[config.mk]
export PLATFORM = sky130hd
export DESIGN_NAME = ufe_ctrl_flat
export DESIGN_NICKNAME = d
export VERILOG_FILES = /design/src/hw/rtl/ufe_pkg.sv /design/src/hw/rtl/ufe_ifs.sv /design/src/hw/rtl/ufe_ctrl.sv /design/src/flat_wrapper.sv
export VERILOG_INCLUDE_DIRS = /design/src /design/src/hw/rtl
export SDC_FILE = /design/constraint.sdc
export NUM_CORES = 1
export LEC_CHECK = 0
export BUFFER_PORTS_ARGS = -buffer_cell sky130_fd_sc_hd__buf_2
export CELL_PAD_IN_SITES_DETAIL_PLACEMENT = 0
export CELL_PAD_IN_SITES_GLOBAL_PLACEMENT = 1
export CORE_ASPECT_RATIO = 1.5
export CORE_MARGIN = 10
export CORE_UTILIZATION = 45
export CTS_BUF_LIST = sky130_fd_sc_hd__clkbuf_2 sky130_fd_sc_hd__clkbuf_4 sky130_fd_sc_hd__clkbuf_8
export DETAILED_ROUTE_END_ITERATION = 8
export PLACE_DENSITY = 0.82
export RECOVER_POWER = 100
export SETUP_SLACK_MARGIN = 0.05
export SYNTH_ARGS = -nofsm -noshare
export SYNTH_HDL_FRONTEND = slang
export SYNTH_SLANG_ARGS = --single-unit
[constraint.sdc]
create_clock -name clk -period 5.63 [get_ports clk]
set_input_delay 1.689 -clock clk [delete_from_list [all_inputs] [get_ports clk]]
set_output_delay 1.689 -clock clk [all_outputs]
set_load 0.1 [all_outputs]
[src/hw/rtl/union_find_engine_core_defines.svh]
// ----------------------------------------------------------------------------
// union_find_engine_core_defines.svh
// Assertion macros shared by the union-find engine RTL.
// ----------------------------------------------------------------------------
`ifndef UNION_FIND_ENGINE_CORE_DEFINES_SVH
`define UNION_FIND_ENGINE_CORE_DEFINES_SVH

// Same-cycle implication, sampled on clk, quiet while arst_n is low.
`define UFE_ASSERT_NOW(lbl, ante, cons, msg) \
	lbl: assert property (@(posedge clk) disable iff (!arst_n) (ante) |-> (cons)) \
		else $error(msg);

// Next-cycle implication, sampled on clk, quiet while arst_n is low.
`define UFE_ASSERT_NEXT(lbl, ante, cons, msg) \
	lbl: assert property (@(posedge clk) disable iff (!arst_n) (ante) |=> (cons)) \
		else $error(msg);

`endif

[src/hw/rtl/ufe_pkg.sv]
// ----------------------------------------------------------------------------
// ufe_pkg
// Types and constants of the union-find engine.
// ----------------------------------------------------------------------------
`default_nettype none

package ufe_pkg;

	// Node field width and the number of indices it can carry
	localparam int NODE_W    = 10;
	localparam int NODE_SPAN = 1 << NODE_W;

	typedef logic [NODE_W-1:0] node_t;
	typedef logic [1:0]        action_t;

	// Request actions
	localparam action_t ACT_MAKE_SET = 2'd0;
	localparam action_t ACT_FIND     = 2'd1;
	localparam action_t ACT_UNION    = 2'd2;
	localparam action_t ACT_SAME     = 2'd3;

	// Access to the parent memory: one write and one read per cycle
	typedef struct packed {
		logic  wr_en;
		node_t wr_addr;
		node_t wr_data;
		node_t rd_addr;
	} mem_req_t;

endpackage

`default_nettype wire

[src/hw/rtl/ufe_ifs.sv]
// ----------------------------------------------------------------------------
// ufe_ifs
// Request and response channels of the union-find engine.
// ----------------------------------------------------------------------------
`default_nettype none

interface ufe_req_if;
	logic            valid;
	logic            ready;
	ufe_pkg::action_t action;
	ufe_pkg::node_t   first_node;
	ufe_pkg::node_t   second_node;

	modport source (output valid, action, first_node, second_node, input ready);
	modport sink   (input valid, action, first_node, second_node, output ready);
endinterface

interface ufe_rsp_if;
	logic           valid;
	logic           ready;
	ufe_pkg::node_t root;
	logic           same_set;

	modport source (output valid, root, same_set, input ready);
	modport sink   (input valid, root, same_set, output ready);
endinterface

`default_nettype wire

[src/hw/rtl/ufe_ctrl.sv]
// ----------------------------------------------------------------------------
// ufe_ctrl
// Request sequencer: walks parent pointers to the root, rewrites the path,
// links roots and holds the result in the output register.
// ----------------------------------------------------------------------------
`default_nettype none

`include "union_find_engine_core_defines.svh"

module ufe_ctrl (
	input  wire logic              clk,
	input  wire logic              arst_n,
	ufe_req_if.sink                req,
	ufe_rsp_if.source              rsp,
	input  wire ufe_pkg::node_t    x_idx,
	input  wire ufe_pkg::node_t    y_idx,
	input  wire logic              init_done,
	input  wire ufe_pkg::node_t    rd_data,
	output ufe_pkg::mem_req_t      mem_req
);

	localparam logic [2:0] S_IDLE = 3'd0;
	localparam logic [2:0] S_WALK = 3'd1;
	localparam logic [2:0] S_COMP = 3'd2;
	localparam logic [2:0] S_LINK = 3'd3;
	localparam logic [2:0] S_FIN  = 3'd4;

	logic [2:0]       state_q;
	ufe_pkg::action_t act_q;
	logic             phase_q;
	ufe_pkg::node_t   start_q;
	ufe_pkg::node_t   cur_q;
	ufe_pkg::node_t   root_q;
	ufe_pkg::node_t   y_q;
	ufe_pkg::node_t   rx_q;
	ufe_pkg::node_t   link_addr_q;
	ufe_pkg::node_t   link_data_q;
	ufe_pkg::node_t   res_root_q;
	logic             res_same_q;
	logic             out_valid_q;
	ufe_pkg::node_t   out_root_q;
	logic             out_same_q;

	logic           accept;
	logic           walk_hit;
	logic           comp_end;
	logic           find_done;
	ufe_pkg::node_t find_root;
	logic           out_load;

	assign req.ready = (state_q == S_IDLE) && init_done;
	assign accept    = req.valid && req.ready;

	// Detect the root on the first pass and the end of the rewrite pass
	assign walk_hit  = (state_q == S_WALK) && (rd_data == cur_q);
	assign comp_end  = (state_q == S_COMP) && (rd_data == root_q);
	assign find_done = (walk_hit && (start_q == cur_q)) || comp_end;
	assign find_root = walk_hit ? cur_q : root_q;
	assign out_load  = (state_q == S_FIN) && (!out_valid_q || rsp.ready);

	// Drive the memory port; a finished first search starts the second
	// node's walk in the same cycle. A same-cycle write to that node reads
	// the old pointer, which still leads to the same root.
	always_comb begin
		mem_req.wr_en   = (state_q == S_COMP) || (state_q == S_LINK);
		mem_req.wr_addr = (state_q == S_COMP) ? cur_q : link_addr_q;
		mem_req.wr_data = (state_q == S_COMP) ? root_q : link_data_q;
		mem_req.rd_addr = rd_data;
		if (state_q == S_IDLE) begin
			mem_req.rd_addr = x_idx;
		end else if (find_done) begin
			mem_req.rd_addr = y_q;
		end else if (walk_hit) begin
			mem_req.rd_addr = start_q;
		end
	end

	// Sequence one request at a time
	always_ff @(posedge clk or negedge arst_n) begin
		if (!arst_n) begin
			state_q     <= S_IDLE;
			act_q       <= ufe_pkg::ACT_MAKE_SET;
			phase_q     <= 1'b0;
			start_q     <= '0;
			cur_q       <= '0;
			root_q      <= '0;
			y_q         <= '0;
			rx_q        <= '0;
			link_addr_q <= '0;
			link_data_q <= '0;
			res_root_q  <= '0;
			res_same_q  <= 1'b0;
		end else if (find_done) begin
			// Close a root search: start the second one or settle the result
			if (!phase_q) begin
				rx_q <= find_root;
				if (act_q == ufe_pkg::ACT_FIND) begin
					res_root_q <= find_root;
					res_same_q <= 1'b0;
					state_q    <= S_FIN;
				end else begin
					phase_q <= 1'b1;
					start_q <= y_q;
					cur_q   <= y_q;
					state_q <= S_WALK;
				end
			end else begin
				res_same_q <= (rx_q == find_root);
				if (act_q == ufe_pkg::ACT_UNION) begin
					res_root_q  <= find_root;
					link_addr_q <= rx_q;
					link_data_q <= find_root;
					state_q     <= S_LINK;
				end else begin
					res_root_q <= rx_q;
					state_q    <= S_FIN;
				end
			end
		end else begin
			unique case (state_q)
				S_IDLE: begin
					if (accept) begin
						act_q   <= req.action;
						y_q     <= y_idx;
						start_q <= x_idx;
						cur_q   <= x_idx;
						phase_q <= 1'b0;
						if (req.action == ufe_pkg::ACT_MAKE_SET) begin
							link_addr_q <= x_idx;
							link_data_q <= x_idx;
							res_root_q  <= x_idx;
							res_same_q  <= 1'b0;
							state_q     <= S_LINK;
						end else begin
							state_q <= S_WALK;
						end
					end
				end
				S_WALK: begin
					if (walk_hit) begin
						root_q <= cur_q;
						cur_q  <= start_q;
						state_q <= S_COMP;
					end else begin
						cur_q <= rd_data;
					end
				end
				S_COMP: begin
					cur_q <= rd_data;
				end
				S_LINK: begin
					state_q <= S_FIN;
				end
				S_FIN: begin
					if (out_load) begin
						state_q <= S_IDLE;
					end
				end
				default: begin
					state_q <= S_IDLE;
				end
			endcase
		end
	end

	// Hold the result until the response transaction completes
	always_ff @(posedge clk or negedge arst_n) begin
		if (!arst_n) begin
			out_valid_q <= 1'b0;
		end else if (out_load) begin
			out_valid_q <= 1'b1;
		end else if (rsp.ready) begin
			out_valid_q <= 1'b0;
		end
	end

	always_ff @(posedge clk) begin
		if (out_load) begin
			out_root_q <= res_root_q;
			out_same_q <= res_same_q;
		end
	end

	assign rsp.valid    = out_valid_q;
	assign rsp.root     = out_root_q;
	assign rsp.same_set = out_same_q;

	// A non-root node on the rewrite pass never points at itself
	`UFE_ASSERT_NOW(a_comp_no_self_loop, (state_q == S_COMP) && (rd_data != root_q), rd_data != cur_q, "path rewrite found a self loop below the root")
	// An accepted request always leaves idle
	`UFE_ASSERT_NEXT(a_accept_leaves_idle, accept, state_q != S_IDLE, "accepted request did not start")
	// Only union and same report a shared root
	`UFE_ASSERT_NOW(a_same_only_pairs, (state_q == S_FIN) && (act_q != ufe_pkg::ACT_UNION) && (act_q != ufe_pkg::ACT_SAME), !res_same_q, "same_set raised on a single-node action")
	// A loaded result shows up as a valid response and frees the sequencer
	`UFE_ASSERT_NEXT(a_fin_loads_output, out_load, rsp.valid && (state_q == S_IDLE), "result was not loaded into the output register")

endmodule

`default_nettype wire

[src/flat_wrapper.sv]
// flat-port wrapper written by rule: the top's interface ports become plain ports
module ufe_ctrl_flat 
  (clk, arst_n, x_idx, y_idx, init_done, rd_data, mem_req, req_valid, req_action, req_first_node, req_second_node, req_ready, rsp_valid, rsp_root, rsp_same_set, rsp_ready);
  ufe_req_if req_i ();
  ufe_rsp_if rsp_i ();
  input  wire logic clk;
  input  wire logic arst_n;
  input  wire ufe_pkg::node_t x_idx;
  input  wire ufe_pkg::node_t y_idx;
  input  wire logic init_done;
  input  wire ufe_pkg::node_t rd_data;
  output ufe_pkg::mem_req_t mem_req;
  input wire logic [$bits(req_i.valid)-1:0] req_valid;
  input wire logic [$bits(req_i.action)-1:0] req_action;
  input wire logic [$bits(req_i.first_node)-1:0] req_first_node;
  input wire logic [$bits(req_i.second_node)-1:0] req_second_node;
  output wire logic [$bits(req_i.ready)-1:0] req_ready;
  output wire logic [$bits(rsp_i.valid)-1:0] rsp_valid;
  output wire logic [$bits(rsp_i.root)-1:0] rsp_root;
  output wire logic [$bits(rsp_i.same_set)-1:0] rsp_same_set;
  input wire logic [$bits(rsp_i.ready)-1:0] rsp_ready;
  assign req_i.valid = req_valid;
  assign req_i.action = req_action;
  assign req_i.first_node = req_first_node;
  assign req_i.second_node = req_second_node;
  assign req_ready = req_i.ready;
  assign rsp_valid = rsp_i.valid;
  assign rsp_root = rsp_i.root;
  assign rsp_same_set = rsp_i.same_set;
  assign rsp_i.ready = rsp_ready;
  ufe_ctrl u_core (.clk(clk), .arst_n(arst_n), .req(req_i), .rsp(rsp_i), .x_idx(x_idx), .y_idx(y_idx), .init_done(init_done), .rd_data(rd_data), .mem_req(mem_req));
endmodule
# After elaboration in Yosys (flattened, before gate mapping)
# Cells that the tools add are included.
# Widths: inputs -> output; s select.
# classes
eq_ne,19
muxes,48
bitwise,2
reduce_logical,26
# op_table
operator,count
$mux 10,25
$eq 10x10->1,4
$pmux 10 s3,1
$mux 3,7
$reduce_and 4->1,4
$pmux 3 s5,1
$mux 1,13
$ne 3x1->1 const B,3
$reduce_bool 2->1,4
$eq 3x2->1 const B,2
$logic_and 1x1->1,6
$ne 2x2->1 const B,3
$reduce_and 2->1,3
$reduce_and 5->1,1
$ne 2x1->1 const B,2
$reduce_bool 4->1,1
$eq 3x1->1 const B,1
$eq 3x3->1 const B,1
$logic_not 3->1,1
$logic_or 1x1->1,3
$ne 3x2->1 const B,1
$reduce_and 3->1,1
$eq 2x1->1 const B,1
$eq 2x2->1 const B,1
other kinds (4),5
# totals
regBits,99
input_bits,57

# Logic depth before layout (Yosys ltp)
# Gate-level depths: netlist of the first run.
# depth
ltp_word,6
depth_mapped,12

# Worst setup path before layout of the first run
# OpenSTA, ideal clock, no wires.
# synth_path
path_kind,input port to output port
start,in rd_data[9]
end,out mem_req[0] (netlist bit)
arrival_time_ns,4.491
slack_ns,-0.550
cell_stages,10
n_path_buf,4
path_cell_list,xnor2_1 > nand4_1 > or3_1 > buf_6 > buf_12 > o32a_1 > buf_2 > buf_2 > nand2_1 > o211ai_1
# synth_lines
element,line_no,source
from (decl),flat_wrapper.sv:11,input wire ufe_pkg::node_t rd_data;
to (decl),flat_wrapper.sv:12,output ufe_pkg::mem_req_t mem_req;

==> metrics.md, run 1 <==
| Metric | Value |
|---|---|
| Status | finished with violations |
| Failing checks | capacitance limit, slew limit |
| Synth top area cells | dfrtp_1 39%, mux2_2 11%, edfxtp_1 5.9% |
| Initial antenna violation count | 0 |
| Die X | 111 um |
| WL final | 16900 um |
| # resized after CTS | 0 |
| Grt total ovfl | 0 |
| Max clock buf depth | 2 |
| Synth warnings | 0 |
| Register area share after synthesis | 45.0% |
| Combinational Power Share | 57.6% |
| Post-CTS Hold Buffers | 0 |
| Worst hold slack | 0.460 ns |
| Arrival @ worst endpoint | 3.68 ns |
| Num rows | 50 |
| Maxcap violations | 2 |
| Number of remaining DRC errors | 0 |
| Internal power | 1.88 mW |
| CTS tree | done |
| Final RePlAce weighted congestion | 0.882 |
| Synth async-reset ratio | 88.9% |
| Max-slew violations | 94 |
| Final net count | 690 |
| Clock Skew | 0.0128 ns |
| CP Max Fanout | 9 |
| Final period utilization | 95.3% |
| Top-level port count | 101 |
| HP Class | flop to flop |
| Final HPWL DP | 12400 um |
| FF+latch area | 2530 um^2 |
| Vias in the first global route | 4894 |
| CP startpoint kind | input port |
| Cell taking the most area after synthesis | dfrtp_1 |
| Drt first-iter violations | 261 |
| Top sig layer | met4 |
| Inserted Clock Buffers | 9 |
| Leakage | 2.82 nW |
| Via count | 4647 |
| CTS H-tree depth | 3 |
| Cell Area, Placed | 6330 um^2 |
| F_max | 186 MHz |
| Syn_nets | 623 |
| Register share of total power | 30.0% |
| Ys flop type | dfrtp_1 |
| Final min period | 5.37 ns |
| Reg clk slew, reported paths | 0.11 ns |
| First-pass GRT wire length | 26600 um |
| Cell Pwr Density | 627 nW/um^2 |
| RSZ-0062 raised after global routing | false |
| WL met1 | 6430 um |
| Worst skew pair latency | 0.39 ns |
| Actual slew at the worst max-slew pin | 2.58 ns |
| Die Area | 17500 um^2 |
| Fill cells | 1177 |
| Total core area | 12400 um^2 |
| Commonest non-fill, non-tap cell in the layout | dfrtp_1 |
| WS Path Type | input port to output pin |
| Worst Setup End Kind | output pin |
| Synthesized area | 5630 um^2 |
| Placed instance count | 778 |
| Initial core utilization | 45.4% |
| Antenna Cells | 0 |
| Critical Path RT | 3.94 ns |
| P&R area growth vs syn | 14.9% |
| Mapped Avg Cell Area | 9.94 um^2 |
| Syn Inst Count | 566 |
| Setup TNS | 0 ns |
| Routed len/inst | 21.2 um |
| Commonest non-fill, non-tap cells in the layout | 88 x dfrtp_1, 71 x nand2_1, 56 x mux2_2 |
| WL met2 | 8520 um |
| TritonRoute pass-1 iters | 5 |
| Switching share of power | 53.7% |
| Largest net degree at the start of global routing | 47 |
| CTS sink cnt | 99 |
| Max transition margin | -72.2% |
| Vias per cell | 5.85 |
| Die H | 157 um |
| Global-route usage over all layers | 19.1% |
| IO Port Bufs | 80 |
| Ratio of cells with drive above 1 in the final layout | 22.4% |
| Clock power frac | 12.3% |
| Met3 Routed Length | 984 um |
| Clock root cell | clkbuf_8 |
| Post-CTS Setup Bufs | 0 |
| Peak VDD IR | 396 uV |
| Final setup vio count | 0 |
| Netlist cell types | 45 |
| Register bit total from synthesis | 99 |
| Antenna Nets Post-Route | 0 |
| Switching power | 2.17 mW |
| Post-synth top area share | 39.1% |
| Multi-input combinational cell area | 2890 um^2 |
| Final hold vios | 0 |
| Design Area, Final | 6460 um^2 |
| Post-synth EDFFs | 11 |
| Post-Layout Cell Count | 794 |
==> critical path, stage by stage <==
cell and delay, ns:
clkbuf_1 0.24, xnor2_1 0.18, nand3_1 0.12, or3_1 0.38
buf_4 0.21, o32ai_2 0.26, nand2_1 0.17, o211ai_1 0.21
buf_12 0.23
==> kinds of logic (layout without fill, tap and decap cells) <==
logic type / Yosys count / after routing / share of synthesized area (%)
AND/OR/NAND/NOR: 161 / 161 / 12.9
AO/OA/AOI/OAI: 126 / 126 / 14.6
flip-flops: 99 / 99 / 45.0
multiplexers: 86 / 86 / 16.8
buffers and inverters: 53 / 125 / 4.34
XOR/XNOR: 41 / 41 / 6.38
==> routing by layer <==
layer	global-route usage, %	vias up
met5	0	-
met4	11.7	0
met3	3.92	53
met2	33.1	191
met1	21.1	2262
li1	-	2141
==> sequential cells by signal, summed over array words and instances, names as in the netlist, 2 cells and up <==
register,cells
u_core.act_q,2
u_core.cur_q,10
u_core.link_addr_q,10
u_core.link_data_q,10
u_core.res_root_q,10
u_core.root_q,10
u_core.rsp.root,10
u_core.rx_q,10
u_core.start_q,10
u_core.state_q,3
u_core.y_q,10
==> metrics by stage <==
stage / setup WS [ns] / power [mW] / utilization (%)
6_report: 0.263 / 4.05 / 52.2
5_1_grt: 0.168 / 4.24 / 52.2
4_1_cts: 0.354 / 4.10 / 52.8
3_5_place_dp: 0.372 / 3.60 / 51.1
3_3_place_gp: 0.387 / 3.56 / 51.1
2_1_floorplan: -0.387 / 3.00 / -
==> Yosys cell counts, drive strengths merged (5+ instances only) <==
cell     n
mux2i   27
edfxtp  11
nand2   72
inv     16
a22oi   14
xor2    14
nor2    45
nand4    8
nand3    5
a31oi   10
or2      5
mux2    59
xnor2   27
clkbuf  20
a21oi   33
nor3     5
dfrtp   88
nand2b   5
o211ai  23
buf     17
o21ai   27
a211oi   8
==> layout make-up <==
type,instances,area share (%)
Multi-Input combinational cell,414,44.7
Sequential cell,99,39.2
Timing Repair Buffer,93,8.94
Tap cell,156,3.02
Clock buffer,10,2.13
Clock inverter,6,1.12
Inverter,16,0.929
==> power groups by stage <==
| stage | combinational (mW) | clock (mW) | sequential, mW |
|---|---|---|---|
| floorplan | 1.81 | 0 | 1.19 |
| global placement | 2.35 | 0 | 1.21 |
| detailed placement | 2.37 | 0 | 1.23 |
| CTS | 2.38 | 0.506 | 1.21 |
| global route | 2.46 | 0.533 | 1.25 |
| finish | 2.34 | 0.500 | 1.22 |
==> final timing paths <==
path	start	end	slack [ns]	cells past startpoint
min in group asynchronous	arst_n	u_core.y_q[9]	2.10	1
min	u_core.res_root_q[6]	u_core.rsp.root[6]	0.46	0
max in group asynchronous	arst_n	u_core.rx_q[5]	1.35	2
max reg2reg	u_core.cur_q[1]	u_core.link_addr_q[8]	1.19	9
min reg2reg	u_core.res_root_q[6]	u_core.rsp.root[6]	0.46	0
max	rd_data[6]	mem_req[7]	0.26	9
Note: power is estimated with default switching activity, not from simulation.
==> inputs of run 2 (changes only) <==
--- a/config.mk
+++ b/config.mk
@@ -11,12 +11,13 @@
 export CELL_PAD_IN_SITES_GLOBAL_PLACEMENT = 1
 export CORE_ASPECT_RATIO = 1.5
 export CORE_MARGIN = 10
-export CORE_UTILIZATION = 45
+export CORE_UTILIZATION = 40
 export CTS_BUF_LIST = sky130_fd_sc_hd__clkbuf_2 sky130_fd_sc_hd__clkbuf_4 sky130_fd_sc_hd__clkbuf_8
 export DETAILED_ROUTE_END_ITERATION = 8
-export PLACE_DENSITY = 0.82
+export PLACE_DENSITY = 0.77
 export RECOVER_POWER = 100
 export SETUP_SLACK_MARGIN = 0.05
+export SLEW_MARGIN = 10
 export SYNTH_ARGS = -nofsm -noshare
 export SYNTH_HDL_FRONTEND = slang
 export SYNTH_SLANG_ARGS = --single-unit
==> constraint.sdc (replaced) <==
create_clock -name clk -period 4.3 [get_ports clk]
set_input_delay 1.29 -clock clk [delete_from_list [all_inputs] [get_ports clk]]
set_output_delay 1.29 -clock clk [all_outputs]
set_load 0.1 [all_outputs]
==> run 2 against run 1 <==
The run ends with capacitance limit, slew limit, setup timing left. Critical path depth stayed put. Global-route usage decreased by 0.14 points. Cell count grew 9.8%. Power up 37%. First-iteration DRC count is 20% higher. Critical endpoint is now mem_req[8]. Largest cell class unchanged. Highest routed layer unchanged.
==> metrics.md, run 2 (synthesized netlist as in run 1, its figures left out) <==
| Metric | Value |
|---|---|
| Num rows | 53 (was 50) |
| Die Area | 19300 um^2 (was 17500 um^2) |
| Placed instance count | 817 (was 778) |
| Final RePlAce weighted congestion | 0.936 (was 0.882) |
| Critical Path RT | 3.01 ns (was 3.94 ns) |
| Commonest non-fill, non-tap cell in the layout | dfrtp_1 (unchanged) |
| Cell Area, Placed | 6590 um^2 (was 6330 um^2) |
| Post-Layout Cell Count | 872 (was 794) |
| Clock root cell | clkbuf_8 (unchanged) |
| RSZ-0062 raised after global routing | true (was false) |
| Max transition margin | -100% (was -72.2%) |
| CTS tree | done (unchanged) |
| Global-route usage over all layers | 19.0% (was 19.1%) |
| Arrival @ worst endpoint | 3.17 ns (was 3.68 ns) |
| Setup TNS | -1.10 ns (was 0 ns) |
| Antenna Nets Post-Route | 0 (unchanged) |
| Die H | 165 um (was 157 um) |
| Max clock buf depth | 2 (unchanged) |
| Largest net degree at the start of global routing | 52 (was 47) |
| Design Area, Final | 7250 um^2 (was 6460 um^2) |
| Worst Setup End Kind | output pin (unchanged) |
| Die X | 117 um (was 111 um) |
| Final setup vio count | 10 (was 0) |
| Internal power | 2.61 mW (was 1.88 mW) |
| HP Class | flop to flop (unchanged) |
| Maxcap violations | 1 (was 2) |
| Ratio of cells with drive above 1 in the final layout | 35.7% (was 22.4%) |
| Actual slew at the worst max-slew pin | 3.00 ns (was 2.58 ns) |
| Status | finished with violations (unchanged) |
| Final min period | 4.46 ns |
| Via count | 4896 (was 4647) |
| Number of remaining DRC errors | 0 (unchanged) |
| WL final | 18200 um (was 16900 um) |
| WS Path Type | input port to output pin (unchanged) |
| CP Max Fanout | 6 (was 9) |
| Cell Pwr Density | 766 nW/um^2 (was 627 nW/um^2) |
| Grt total ovfl | 0 (unchanged) |
| Initial core utilization | 40.4% (was 45.4%) |
| Clock power frac | 11.2% (was 12.3%) |
| IO Port Bufs | 80 (unchanged) |
| Vias in the first global route | 5134 (was 4894) |
| Total core area | 13900 um^2 (was 12400 um^2) |
| P&R area growth vs syn | 28.8% (was 14.9%) |
| Commonest non-fill, non-tap cells in the layout | 88 x dfrtp_1, 71 x buf_4, 64 x nand2_1 (was 88 x dfrtp_1, 71 x nand2_1, 56 x mux2_2) |
| Failing checks | capacitance limit, slew limit, setup timing (was capacitance limit, slew limit) |
| F_max | 224 MHz |
| Post-CTS Hold Buffers | 0 (unchanged) |
| Register share of total power | 29.3% (was 30.0%) |
| Final Worst Setup Slack | -0.160 ns (was 0.263 ns) |
| CTS H-tree depth | 3 (unchanged) |
| First-pass GRT wire length | 28100 um (was 26600 um) |
| Final HPWL DP | 13000 um (was 12400 um) |
| CP startpoint kind | input port (unchanged) |
| Switching power | 2.94 mW (was 2.17 mW) |
| TritonRoute pass-1 iters | 5 (unchanged) |
| Peak VDD IR | 646 uV (was 396 uV) |
| CTS sink cnt | 99 (unchanged) |
| Drt first-iter violations | 312 (was 261) |
| Inserted Clock Buffers | 9 (unchanged) |
| Worst hold slack | 0.455 ns (was 0.460 ns) |
| Final hold vios | 0 (unchanged) |
| Final net count | 758 (was 690) |
| Reg clk slew, reported paths | 0.10 ns (was 0.11 ns) |
| Vias per cell | 5.61 (was 5.85) |
| Final period utilization | 104% |
| Combinational Power Share | 59.6% (was 57.6%) |
| Leakage | 3.35 nW (was 2.82 nW) |
| Routed len/inst | 20.8 um (was 21.2 um) |
| Max-slew violations | 52 (was 94) |
| Top-level port count | 101 (unchanged) |
| Initial antenna violation count | 1 (was 0) |
| Clock Skew | 0.00980 ns (was 0.0128 ns) |
| Fin util | 52.0% (was 52.2%) |
| Worst skew pair latency | 0.37 ns (was 0.39 ns) |
| Switching share of power | 53.0% (was 53.7%) |
[run 2: power groups by stage]
stage	Combinational (mW)	Sequential, mW	Clock, mW
after floorplan	2.37	1.56	0
after global placement	3.10	1.59	0
after detailed placement	3.13	1.61	0
after CTS	3.25	1.61	0.632
after global routing	3.48	1.66	0.676
final	3.31	1.62	0.619
[run 2: layout make-up]
cell class / count / area (um^2)
multi-input cells: 414 / 3050
clock buffers: 9 / 124
diodes: 1 / 2.50
clock inverters: 7 / 73.8
inverters: 16 / 60.1
well taps: 165 / 206
flip-flops and latches: 99 / 2530
repair buffers: 161 / 1200
fillers: 1311 / 6680
[run 2: timing repair]
item | CTS | global route
cloned | 0 | 0
gates resized for setup | 28 | 17
setup buffers | 36 | 3
endpoints found under the hold margin | 0 | 0
endpoints found under the setup margin | 10 | 13
pin swaps | 24 | 10
[run 2: routing by layer]
layer	wire, um	GRT usage (%)	part of all wire [%]
met5	0	0	0
met4	926	10.1	5.1
met3	1000	3.90	5.5
met2	9180	32.5	51
met1	7050	21.6	39
[run 2: metrics by stage]
stage,setup WS [ns],power (mW)
after floorplan,-0.919,3.93
after global placement,-0.0772,4.69
after detailed placement,-0.0788,4.74
after CTS,-0.0483,5.50
after global routing,-0.199,5.81
final,-0.160,5.55
[run 2: path summary, 6_finish.rpt]
check	start	end	slack (ns)	depth (start not counted)
max in group asynchronous	arst_n	u_core.link_data_q[7]	0.64	2
hold / removal	u_core.res_root_q[9]	u_core.rsp.root[9]	0.46	0
setup reg to reg	u_core.state_q[1]	u_core.state_q[1]	0.51	21
setup / recovery	rd_data[4]	mem_req[8]	-0.16	9
hold reg to reg	u_core.res_root_q[9]	u_core.rsp.root[9]	0.46	0
min in group asynchronous	arst_n	u_core.y_q[4]	1.88	1
[run 2: worst max-delay path: stages]
cell and delay [ns]:
buf_8 0.11, xnor2_4 0.13, nand4_1 0.17, or3_4 0.46, buf_8 0.15, buf_6 0.12, mux2i_4 0.18, o211ai_1 0.27
clkbuf_16 0.27
